--- config.mk ---
export PLATFORM = sky130hd
export DESIGN_NAME = tpcpb_fifo
export DESIGN_NICKNAME = d
export VERILOG_FILES = /design/src/rtl/core/tpcpb_pkg.sv /design/src/rtl/core/tpcpb_fifo.sv
export SDC_FILE = /design/constraint.sdc
export NUM_CORES = 1
export LEC_CHECK = 0
export ABC_CLOCK_PERIOD_IN_PS = 5470
export BUFFER_PORTS_ARGS = -buffer_cell sky130_fd_sc_hd__buf_2
export CORE_MARGIN = 2
export CORE_UTILIZATION = 45
export CTS_BUF_LIST = sky130_fd_sc_hd__clkbuf_4
export CTS_CLUSTER_DIAMETER = 100
export DETAILED_ROUTE_END_ITERATION = 6
export HOLD_SLACK_MARGIN = 0.05
export PLACE_DENSITY = 0.81
export SYNTH_ARGS = -nofsm -noshare
export SYNTH_HDL_FRONTEND = slang
export SYNTH_SLANG_ARGS = --single-unit
--- constraint.sdc ---
create_clock -name clk -period 5.47 [get_ports clk]
set_input_delay 0.547 -clock clk [delete_from_list [all_inputs] [get_ports clk]]
set_output_delay 0.547 -clock clk [all_outputs]
set_load 0.05 [all_outputs]
--- src/rtl/core/tpcpb_pkg.sv ---
// shared types and constants of the hit to point builder
package tpcpb_pkg;

	// input kinds carried on tuser
	localparam logic [1:0] ACT_LOAD  = 2'd0;
	localparam logic [1:0] ACT_HIT   = 2'd1;
	localparam logic [1:0] ACT_DRAIN = 2'd2;
	localparam logic [1:0] ACT_NONE  = 2'd3;

	// plane codes
	localparam logic [1:0] PLANE_U    = 2'd0;
	localparam logic [1:0] PLANE_V    = 2'd1;
	localparam logic [1:0] PLANE_W    = 2'd2;
	localparam logic [1:0] PLANE_NONE = 2'd3;

	// configuration register indexes
	localparam logic [2:0] REG_U_AXIS_X   = 3'd0;
	localparam logic [2:0] REG_U_AXIS_Y   = 3'd1;
	localparam logic [2:0] REG_V_AXIS_X   = 3'd2;
	localparam logic [2:0] REG_V_AXIS_Y   = 3'd3;
	localparam logic [2:0] REG_REF_X      = 3'd4;
	localparam logic [2:0] REG_REF_Y      = 3'd5;
	localparam logic [2:0] REG_MM_PER_BIN = 3'd6;
	localparam logic [2:0] REG_TRIG_BIN   = 3'd7;

	// arithmetic widths
	localparam int UW = 42;   // projected strip coordinate, Q.22
	localparam int NW = 59;   // divider numerator
	localparam int DW = 32;   // determinant
	localparam int QW = 24;   // quotient bits kept

	// reciprocal of three for an 18 bit sum
	localparam logic [17:0] RECIP3 = 18'd174763;
	localparam int RECIP3_SH = 19;

	localparam logic signed [23:0] SAT_MAX = 24'sh7FFFFF;
	localparam logic signed [23:0] SAT_MIN = 24'sh800000;

	typedef struct packed {
		logic signed [15:0] ax;
		logic signed [15:0] ay;
		logic signed [15:0] vx;
		logic signed [15:0] vy;
		logic signed [23:0] rx;
		logic signed [23:0] ry;
		logic [23:0]        mpb;
		logic [19:0]        trig;
	} cfg_t;

	// drain job handed from front to back
	typedef struct packed {
		logic [8:0]         bin;
		logic signed [23:0] off_u;
		logic signed [23:0] off_v;
		logic [17:0]        qsum;
	} job_t;

	// per bin record
	typedef struct packed {
		logic [2:0][1:0] cnt;
		logic [9:0]      su;
		logic [9:0]      sv;
		logic [15:0]     qu;
		logic [15:0]     qv;
		logic [15:0]     qw;
	} bin_rec_t;

	typedef struct packed {
		logic signed [23:0] x;
		logic signed [23:0] y;
		logic signed [23:0] z;
		logic [15:0]        cavg;
		logic [8:0]         bin;
		logic               par;
	} point_t;

endpackage

--- src/rtl/core/tpcpb_fifo.sv ---
// two entry job queue between front and back
module tpcpb_fifo (
	input  logic             clk,
	input  logic             arst_n,
	input  logic             push,
	input  tpcpb_pkg::job_t  push_data,
	output logic             full,
	input  logic             pop,
	output tpcpb_pkg::job_t  pop_data,
	output logic             empty
);
	tpcpb_pkg::job_t mem_q [2];
	logic       wp_q, rp_q;
	logic [1:0] cnt_q;

	assign full     = cnt_q == 2'd2;
	assign empty    = cnt_q == 2'd0;
	assign pop_data = mem_q[rp_q];

	// pointers and fill count
	always_ff @(posedge clk or negedge arst_n) begin
		if (!arst_n) begin
			wp_q  <= 1'b0;
			rp_q  <= 1'b0;
			cnt_q <= 2'd0;
		end else begin
			if (push) wp_q <= ~wp_q;
			if (pop) rp_q <= ~rp_q;
			cnt_q <= cnt_q + {1'b0, push} - {1'b0, pop};
		end
	end

	// storage
	always_ff @(posedge clk) begin
		if (push) mem_q[wp_q] <= push_data;
	end
endmodule

# Word-level counts from Yosys, hierarchy flattened
# Memories as Yosys holds them, arrays and structs flattened.
# Index checks and enable logic that the tools add are counted.
# op_classes
n_addsub,2
n_eq_ne,1
muxes,2
bitwise,2
n_reduce_logical,1
# op_table
operator,count
adder 2 x 1 -> 2 bit,1
"equality test 2 bit, second input constant",1
zero test 2 bit,1
two-way mux 1 bit,2
inverter 1 bit,2
subtractor 2 x 1 -> 2 bit,1
# totals
reg_bits,4
ram_bits,150
in_bits,79
out_inout_bits,77
elab_cells,12
memories,1
# memory_table
memory,depth,word_bits,rd,rd_clocked_by_memory_dff,write_ports,line_no,source
mem_q,2,75,1,0,1,tpcpb_fifo.sv:12,tpcpb_pkg::job_t mem_q [2];

# Logic depth before layout (Yosys ltp)
# Gate-level depths: netlist (run 1).
# depth
depth_word,2
depth_mapped,5
ltp_nobuf,5

# Worst setup path after synthesis (run 1)
# No wires, ideal clock.
# synth_timing
path_kind,input port to flip-flop
startpoint,input push
endpoint,memory mem_q[0][0] (netlist bit) (enable)
setup_time_ns,0.518
arrival_ns,3.831
t_required_ns,4.952
slack_ns,1.121
stages,1
cell_sequence,nor2b_1
# synth_between
elab_chain_len,2
# synth_lines
item,line_no,source
from (decl),tpcpb_fifo.sv:5,"input logic push,"
two-way mux 1 bit,tpcpb_fifo.sv:35,if (push) mem_q[wp_q] <= push_data;
two-way mux 1 bit (implied by the code),tpcpb_fifo.sv:35,
to (decl),tpcpb_fifo.sv:12,
# Every way passes these cells.

==> results, run 1 <==
- Dividing the detail-routed via count by the number of cells gives 4.742.
- The number of diodes is 0.
- The placed wire-length estimate after detailed placement is 6.046 mm.
- Counting every sink on the clock net gives 154.
- For this configuration, the core starts out at a cell density of 0.4585.
- The portion of the post-synthesis area used by sequential elements is 0.7990.
- The startpoint identified for the worst register-to-register timing path is wp_q$_DFFE_PN0P_.
- The peak supply drop is 0.0005912 V.
- By area the synthesized netlist is led by edfxtp_1 (78%), mux2_4 (10%), mux2_2 (6.8%).
- The peak fanout along the critical path is 76.
- In this run the count of I/O pins placed on the die edge is 156.
- The number of filler instances in the final layout is 967.
- The commonest cells after synthesis are edfxtp_1 (150), mux2_4 (40), mux2_2 (35).
- After routing, the total negative slack on setup checks comes to 0 ns.
- For this run, the detailed router's first-pass iteration total came to 4.
- The final setup skew is 0.01297 ns.
- The synthesized netlist contains 14 unique library cells.
- Of the cells placed in the final design, the portion with a size suffix greater than 1 is 0.6200.
- The number of max-slew violations in the final report is 0.
- Counting I/O delays and the setup requirement, the final critical path takes 3.034 ns.
- The floorplan has 41 rows.
- Of the available clock period, the critical path in the final layout requires 0.5547.
- The share of synthesized area in the top cell type comes to 0.7816.
- The longest clock path from root to sink contains 2 buffers.
- In this run, synthesis inferred 150 flip-flops with an integrated enable.
- The aggregate routed wire length is 9.470 mm.
- The areal power density over the cells is 603.7 nW/um^2.
- Global routing finished with a remaining overflow of 0.
- The number of post-CTS setup repair buffers is 0.
- The run finished with clean final reports.
- The worst setup path is captured at an output pin.
- The via count of the first global-routing pass was 2903.
- The global placer's final weighted congestion is 0.6702.
- For this run, the total global-route usage over all layers was measured as 0.1400.
- The analysis attributes to cell leakage a power of 0.002778 uW.
- The total cell area at the placement stage is 6708 sq um.
- The post-synthesis net count is 329.
- STA puts the critical path data arrival time at 2.49 ns.
- Setup violations remaining at the end of the flow were counted as 0.
- The cell type with the largest total area after synthesis is edfxtp_1.
- The first-pass GRT wire length is 13.85 mm.
- The count of nets after finishing is 497.
- The pin count of the biggest net entering global routing is 77.
- The clock-pin slew on the worst setup and hold paths is 0.12 ns.
- Summing all flip-flop and latch instances after layout gives 4608 sq um.
- The region available for standard cell placement spans 12570 sq um.
- The worst setup path is launched from a flip-flop.
- Clock latency on the worst-skew pair, taken at its later pin, is 0.53 ns.
- The count of input and output buffers is 155.
- The post-synthesis instance area is 5763 sq um.
- The average cell area after synthesis is 23.24 sq um.
- The worst min-delay path category is in -> reg.
- The upper clock frequency limit is 329.6 MHz.
- The number of max-capacitance violations reported is 0.
- In this run, synthesis produced a sequential element count of 154.
- The worst hold path begins at push_data[6].
- During synthesis, Yosys emitted a total of 0 warnings.
- The final number of hold-violating endpoints is 0.
- The tree is rooted in a clkbuf_4.
- In this run the tightest slew margin relative to its limit is 0.1843.
- The starting DRC count in detailed routing is 146.
- The vertical extent of the die is 117.2 um.
- The clock tree from TritonCTS is done.
- Data on the critical path is required at its endpoint by 4.92 ns.
- The number of buffers added by the clock tree synthesis step is 17.
- Dividing the detail-routed wire length by the instance count gives 15.76 um.
- The floorplan step set the die width to 117.2 um.
- The post-synthesis cell count is 248.
- In this run the remaining antenna-violating nets after routing total 0.
- The footprint of the multi-input gates is 1094 sq um.
- The cell area after layout is 7072 sq um.
- The total number of vias is 2850.
- The dominant register cell in the synthesized netlist is edfxtp_1.
- The first element of the critical path is rp_q$_DFFE_PN0P_.
- By startpoint and endpoint, the worst setup path is classified as reg -> out.
- The async set or reset register ratio after synthesis is 0.02597.
- In this run the number of H-tree levels came out at 4.
- The actual transition at the worst max-transition pin is 1.224 ns.
- The cell with the most instances after synthesis is edfxtp_1.
- The floorplan step defined a die boundary enclosing 13730 sq um.
- Setup repair after global routing left no endpoint under its margin.
- The initial antenna violation count is 0.
- Compared with the post-synthesis result, the final layout area differs by 22.71%.
- The total DRC errors in the routed layout is 0.
==> kinds of logic after synthesis <==
kind of cell	after synthesis	share of synthesized area
DFF	154	0.7990
xor gates and xnor gates	3	0.007165
muxes	75	0.1726
and+or+nand+nor	4	0.003908
adders and majority gates	2	0.004341
buffers and inverters	10	0.01303
==> state kept, by name, summed over array words and instances (netlist names) <==
signal  flops
mem_q     150
cnt_q       2
wp_q        1
rp_q        1
==> worst paths after layout <==
check | to | slack, ns | cells after the start
max in group asynchronous | rp_q$_DFFE_PN0P_ | 5.00 | 2
hold reg to reg | wp_q$_DFFE_PN0P_ | 0.55 | 1
min in group asynchronous | cnt_q[0]$_DFF_PN0_ | 0.33 | 2
hold / removal | mem_q[1][6]$_DFFE_PP_ | 0.19 | 1
setup reg to reg | mem_q[0][59]$_DFFE_PP_ | 3.35 | 2
setup / recovery | pop_data[0] | 2.44 | 2
==> area by class of cell <==
cell class | count | area share
clock buffer | 21 | 0.02229
clock inverter | 11 | 0.02778
inverter | 2 | 0.001062
multi-input combinational | 84 | 0.1546
sequential | 154 | 0.6516
tap | 172 | 0.03043
timing repair buffer | 157 | 0.1122
==> power by group <==
group | leakage (uW) | internal (uW) | total, uW | switching, uW
logic | 0.00115 | 552 | 1710 | 1160
registers | 0.00145 | 1570 | 1760 | 189
clock network | 0.000172 | 429 | 807 | 377
==> per-stage QoR <==
step | hold WS [ns] | instances | worst slack (ns) | power (uW) | util
floorplan | 0.2514 | 248 | 1.121 | 3188 | -
global placement | 0.3557 | 568 | 3.027 | 3476 | 0.5337
detailed placement | 0.3607 | 568 | 2.994 | 3514 | 0.5337
CTS | 0.1205 | 601 | 2.343 | 4324 | 0.5627
global route | 0.1213 | 601 | 2.264 | 4453 | 0.5627
finish | 0.1920 | 601 | 2.436 | 4270 | 0.5627
==> critical path, cell delays in order, from the launching register on <==
cell	delay [ns]
dfrtp_4	1.24
mux2_2	0.43
buf_2	0.21
==> repair_timing <==
action                    CTS  global route
hold endpoints to repair    4             0
resized for setup           0             0
hold buffers                1             0
==> cell usage in the layout (no fill, tap or decap) <==
cell | netlist | final
dfrtp_4 | 0 | 1
nor2_1 | 1 | 1
clkbuf_4 | 0 | 21
mux2_2 | 35 | 35
dlygate4sd3_1 | 0 | 1
bufinv_16 | 0 | 5
mux2_4 | 40 | 40
nor2b_4 | 0 | 1
buf_4 | 1 | 1
clkinvlp_4 | 0 | 5
and2_4 | 0 | 1
ha_1 | 2 | 2
inv_1 | 2 | 2
xor3_1 | 1 | 1
edfxtp_1 | 150 | 150
nor2b_1 | 2 | 1
xor2_1 | 2 | 2
clkinv_4 | 0 | 1
buf_2 | 3 | 155
dfrtp_1 | 4 | 3
==> per-layer routing <==
layer	GRT usage	up-vias	wire length, um
met1	0.1577	1398	3798
li1	-	1325	-
met4	0.07294	0	183
met5	0	-	0
met2	0.2352	110	4876
met3	0.04943	17	612
Power figures use the tool's default switching activity.
==> inputs of run 2 (changes only) <==
--- a/config.mk
+++ b/config.mk
@@ -5,7 +5,8 @@
 export SDC_FILE = /design/constraint.sdc
 export NUM_CORES = 1
 export LEC_CHECK = 0
-export ABC_CLOCK_PERIOD_IN_PS = 5470
+export ABC_AREA = 1
+export ABC_CLOCK_PERIOD_IN_PS = 2480
 export BUFFER_PORTS_ARGS = -buffer_cell sky130_fd_sc_hd__buf_2
 export CORE_MARGIN = 2
 export CORE_UTILIZATION = 45
@@ -13,7 +14,7 @@
 export CTS_CLUSTER_DIAMETER = 100
 export DETAILED_ROUTE_END_ITERATION = 6
 export HOLD_SLACK_MARGIN = 0.05
-export PLACE_DENSITY = 0.81
+export PLACE_DENSITY = 0.84
 export SYNTH_ARGS = -nofsm -noshare
 export SYNTH_HDL_FRONTEND = slang
 export SYNTH_SLANG_ARGS = --single-unit
==> constraint.sdc (replaced) <==
create_clock -name clk -period 2.48 [get_ports clk]
set_input_delay 0.248 -clock clk [delete_from_list [all_inputs] [get_ports clk]]
set_output_delay 0.248 -clock clk [all_outputs]
set_load 0.05 [all_outputs]
==> run 2 against run 1 <==
Sequential power is 110% higher. Combinational power grew to 2.6 times the previous value. Setup slack worse by 2.3 ns. Via count is 36% higher. Critical path depth is 2 higher. Highest routed layer unchanged.
==> results, run 2 <==
- The global placer's final weighted congestion was 0.7616 (+14%).
- The final cycle utilization of the critical path is 0.9323.
- The number of filler instances in the final layout was 931 (-3.7%).
- The worst reg2reg path endpoint is mem_q[1][49]$_DFFE_PP_.
- Counting instances in the post-synthesis netlist gives the leading cell types as edfxtp_1 (150), inv_1 (82), nand2_1 (81).
- The final cell count without fillers is 846 (+41%).
- The cell type with the largest total area after synthesis is edfxtp_1.
- The number of cells after detailed placement is 735 (+29%).
- The data arrival time of the critical path is 2.06 ns (-0.43 ns).
- The total number of clock tree sinks is 154 (unchanged).
- The vertical extent of the die was 117.5 um (+0.27%).
- The switching portion of total power is 0.4605 (+0.05720).
- The flip-flop count of the largest register, all copies and words added is 150 (unchanged).
- The reg2reg setup slack is 0.85 ns (-2.50 ns).
- STA classifies the critical path endpoint as an output pin.
- The actual transition at the worst max-transition pin is 0.5003 ns (-0.7233 ns).
- The proportion of layout cells with a drive suffix above 1 is 0.2923 (-0.3278).
- The tightest min-delay check is of the in -> reg type.
- The relative slew slack is 0.6661 (+0.4818).
- The initial antenna violation count is 0 (unchanged).
- The average cell area after synthesis is 13.93 sq um (-40%).
- The die outline area is 13800 sq um (+0.55%).
- The aggregate routed wire length was 12.16 mm (+28%).
- The post-placement worst setup slack is 0.6171 ns (-2.377 ns).
- The overall track demand over capacity in global routing came to 0.1837 (+0.04362).
- The most used flip-flop cell after synthesis is edfxtp_1.
- The number of diodes came to 0 (unchanged).
- Among all cell types in the netlist, the one instantiated most often is edfxtp_1.
- The static leakage was 0.003390 uW (+22%).
- The routed length per placed instance is 14.37 um (-8.8%).
- By startpoint and endpoint, the worst setup path is classified as reg -> out.
- The flow ran to the end, and the final reports show no timing, DRC or antenna violations.
- The post-synthesis cell count is 416 (+68%).
- TritonCTS built the clock tree.
- The switching power summed over all nets was 4539 uW (+160%).
- The layout overhead on the synthesized area is 36.29%.
- The register with the most flip-flops in the final layout is mem_q.
- The first-pass iteration count of the detailed router came to 5 (+1).
- The average vias per placed instance was 4.587 (-3.3%).
- The peak supply drop came to 0.0007469 V (+26%).
- The final setup slack of the worst path was 0.1679 ns (-2.268 ns).
- The final setup violation count is 0 (unchanged).
- The cell count of the worst reg-to-reg path was 3 (+1).
- The setup TNS came to 0 ns (unchanged).
- The placed wire-length estimate after detailed placement is 7.035 mm (+16%).
- The final global-route overflow total is 0 (unchanged).
- The total of flip-flops plus latches after synthesis came to 154 (unchanged).
- The antenna violation net count after detailed routing is 0 (unchanged).
- After synthesis, the cell types taking the most area are edfxtp_1 (78%), o21ai_0 (6.5%), inv_1 (5.3%).
- Among all stages on the critical path, the largest delay is contributed by dfrtp_4.
- The pin count of the biggest net entering global routing is 50 (-35%).
- The worst-case hold slack is 0.4397 ns (+0.2478 ns).
- The starting DRC count in detailed routing was 214 (+47%).
- The depth of the CTS H-tree is 4 (unchanged).
- The cell chosen for the clock root is clkbuf_4.
- The number of rows in the core area was 41 (unchanged).
- The number of buffers added by the clock tree synthesis step is 17 (unchanged).
- The total number of vias is 3881 (+36%).
- The largest registers in the layout are mem_q: 150 flops, cnt_q: 2 flops.
- The starting utilization of the core area was 0.4593 (+0.0007139).
- The number of flops mapped to enable cells by yosys was 150 (unchanged).
- The number of max-capacitance violations reported is 0 (unchanged).
- The startpoint of the tightest hold check path is push_data[12].
- The worst-skew pair later-pin latency is 0.53 ns (about the same).
- The final number of hold-violating endpoints came to 0 (unchanged).
- The number of distinct standard cells referenced by the synthesized netlist is 14 (unchanged).
- Traced cell by cell, the critical path runs through buf_12, nand2_1, o21ai_0, buf_2.
- The first-pass GRT wire length is 19.42 mm (+40%).
- The upper clock frequency limit is 432.5 MHz.
- The required time at the worst-slack endpoint came to 2.23 ns (-2.69 ns).
- The areal power density over the cells is 1248 nW/um^2 (+110%).
- The post-synthesis net count was 497 (+51%).
- Setup repair after global routing left no endpoint under its margin.
- The via count of the first global-routing pass came to 4064 (+40%).
- The commonest non-fill, non-tap cell in the layout is buf_2.
- The post-CTS resize count is 0 (unchanged).
- The worst hold endpoint is mem_q[0][12]$_DFFE_PP_.
- The count of input and output buffers came to 155 (unchanged).
- The width of the die is 117.5 um (+0.27%).
- The relative contribution of sequential cells to total power is 0.374 (-0.037).
- The final setup skew is 0.009415 ns (-0.003557 ns).
- After layout, the minimum clock period comes to 2.312 ns.
- The clock-pin slew on the worst setup and hold paths came to 0.13 ns (about the same).
- The async set or reset register ratio after synthesis is 0.02597 (unchanged).
- The Yosys warning count is 0 (unchanged).
- The core box area is 12620 sq um (+0.41%).
- The count of nets after finishing came to 743 (+49%).
- The peak fanout along the critical path is 45 (-41%).
- The total DRC errors in the routed layout is 0 (unchanged).
- The peak per-stage delay on the critical path is 0.74 ns (-0.50 ns).
- The cell depth of the worst min-delay path came to 2 (+1).
- The design internal power is 5319 uW (+110%).
- The power share of the clock group was 0.176 (-0.013).
- The start of the worst register-to-register path is wp_q$_DFFE_PN0P_.
- The post-synthesis instance area is 5796 sq um (+0.56%).
- STA classifies the critical path startpoint as a flip-flop.
- The number of max-slew violations in the final report came to 0 (unchanged).
- The number of I/O pins is 156 (unchanged).
- In the layout the commonest cells are buf_2 (155), edfxtp_1 (150), inv_1 (81), nand2_1 (81), dlygate4sd3_1 (79).
- The area share of the leading cell type in the synthesized netlist was 0.7772 (-0.004387).
- The portion of the post-synthesis area used by sequential elements is 0.7945 (-0.004485).
- The deepest clock path buffer count is 2 (unchanged).
- The combinational share of power was 0.450 (+0.050).
[run 2: cell types whose count changed after synthesis, sizes merged]
cell,before,now
and2,1,0
buf,8,2
clkbuf,0,14
inv,2,82
mux2,75,0
nand2,0,81
nand3,0,1
nor2,1,3
nor2b,2,0
o21ai,0,75
xor3,1,0
[run 2: cell type report]
cell class,instances,area [sq um],area share
inverter,82,309.0,0.03913
timing repair buffer,243,1679,0.2126
multi-input combinational,164,745.7,0.09441
tap,172,215.2,0.02725
sequential,154,4608,0.5834
clock inverter,12,198.9,0.02519
clock buffer,19,142.6,0.01806
[run 2: stage by stage]
step,instance area [sq um],utilization,power [uW]
6_report,7899,0.6259,9858
5_1_grt,7899,0.6259,10320
4_1_cts,7899,0.6259,9911
3_5_place_dp,6739,0.5340,7989
3_3_place_gp,6739,0.5340,7906
2_1_floorplan,5803,-,7053
[run 2: how the worst max path moves through the flow]
| stage | startpoint | end | slack, ns | cells after the start |
|---|---|---|---|---|
| after floorplan | wp_q$_DFFE_PN0P_ | mem_q[1][0]$_DFFE_PP_ | 0.13 | 2 |
| after global placement | rp_q$_DFFE_PN0P_ | pop_data[22] | 0.67 | 4 |
| after detailed placement | rp_q$_DFFE_PN0P_ | pop_data[25] | 0.62 | 4 |
| after CTS | rp_q$_DFFE_PN0P_ | pop_data[25] | 0.11 | 4 |
| after global routing | rp_q$_DFFE_PN0P_ | pop_data[33] | 0.003 | 4 |
| final | rp_q$_DFFE_PN0P_ | pop_data[27] | 0.17 | 4 |
[run 2: kinds of logic (layout without fill, tap and decap cells)]
family,Yosys count,after routing,share of synthesized area
and+or+nand+nor,85,85,0.05527
buffers and inverters,98,356,0.07815
AOI/OAI and AO/OA,75,75,0.06477
adders and majority gates,2,2,0.004317
DFF,154,154,0.7945
xor gates and xnor gates,2,2,0.003023
[run 2: what timing repair did]
action	CTS	global route
buffers inserted	1	0
hold buffers	79	0
endpoints found under the hold margin	157	0
setup endpoints to repair	3	0
[run 2: power groups by stage]
stage	sequential (uW)	clock [uW]	combinational [uW]
3_5_place_dp	3790	0	4200
2_1_floorplan	3640	0	3420
5_1_grt	3740	1880	4690
4_1_cts	3690	1790	4430
3_3_place_gp	3760	0	4140
6_report	3690	1730	4440
[run 2: routing by layer]
metal  global-route usage  part of all wire
met4              0.07907             0.022
met2               0.3403              0.54
met3              0.06298             0.056
met5                    0                 0
met1               0.1868              0.38
[run 2: worst max-delay path: cells and delay by family, from the launching register on]
kind	cells	cell delay, ns
buffers and inverters	2	0.57
AOI/OAI and AO/OA	1	0.11
DFF	1	0.74
and+or+nand+nor	1	0.08
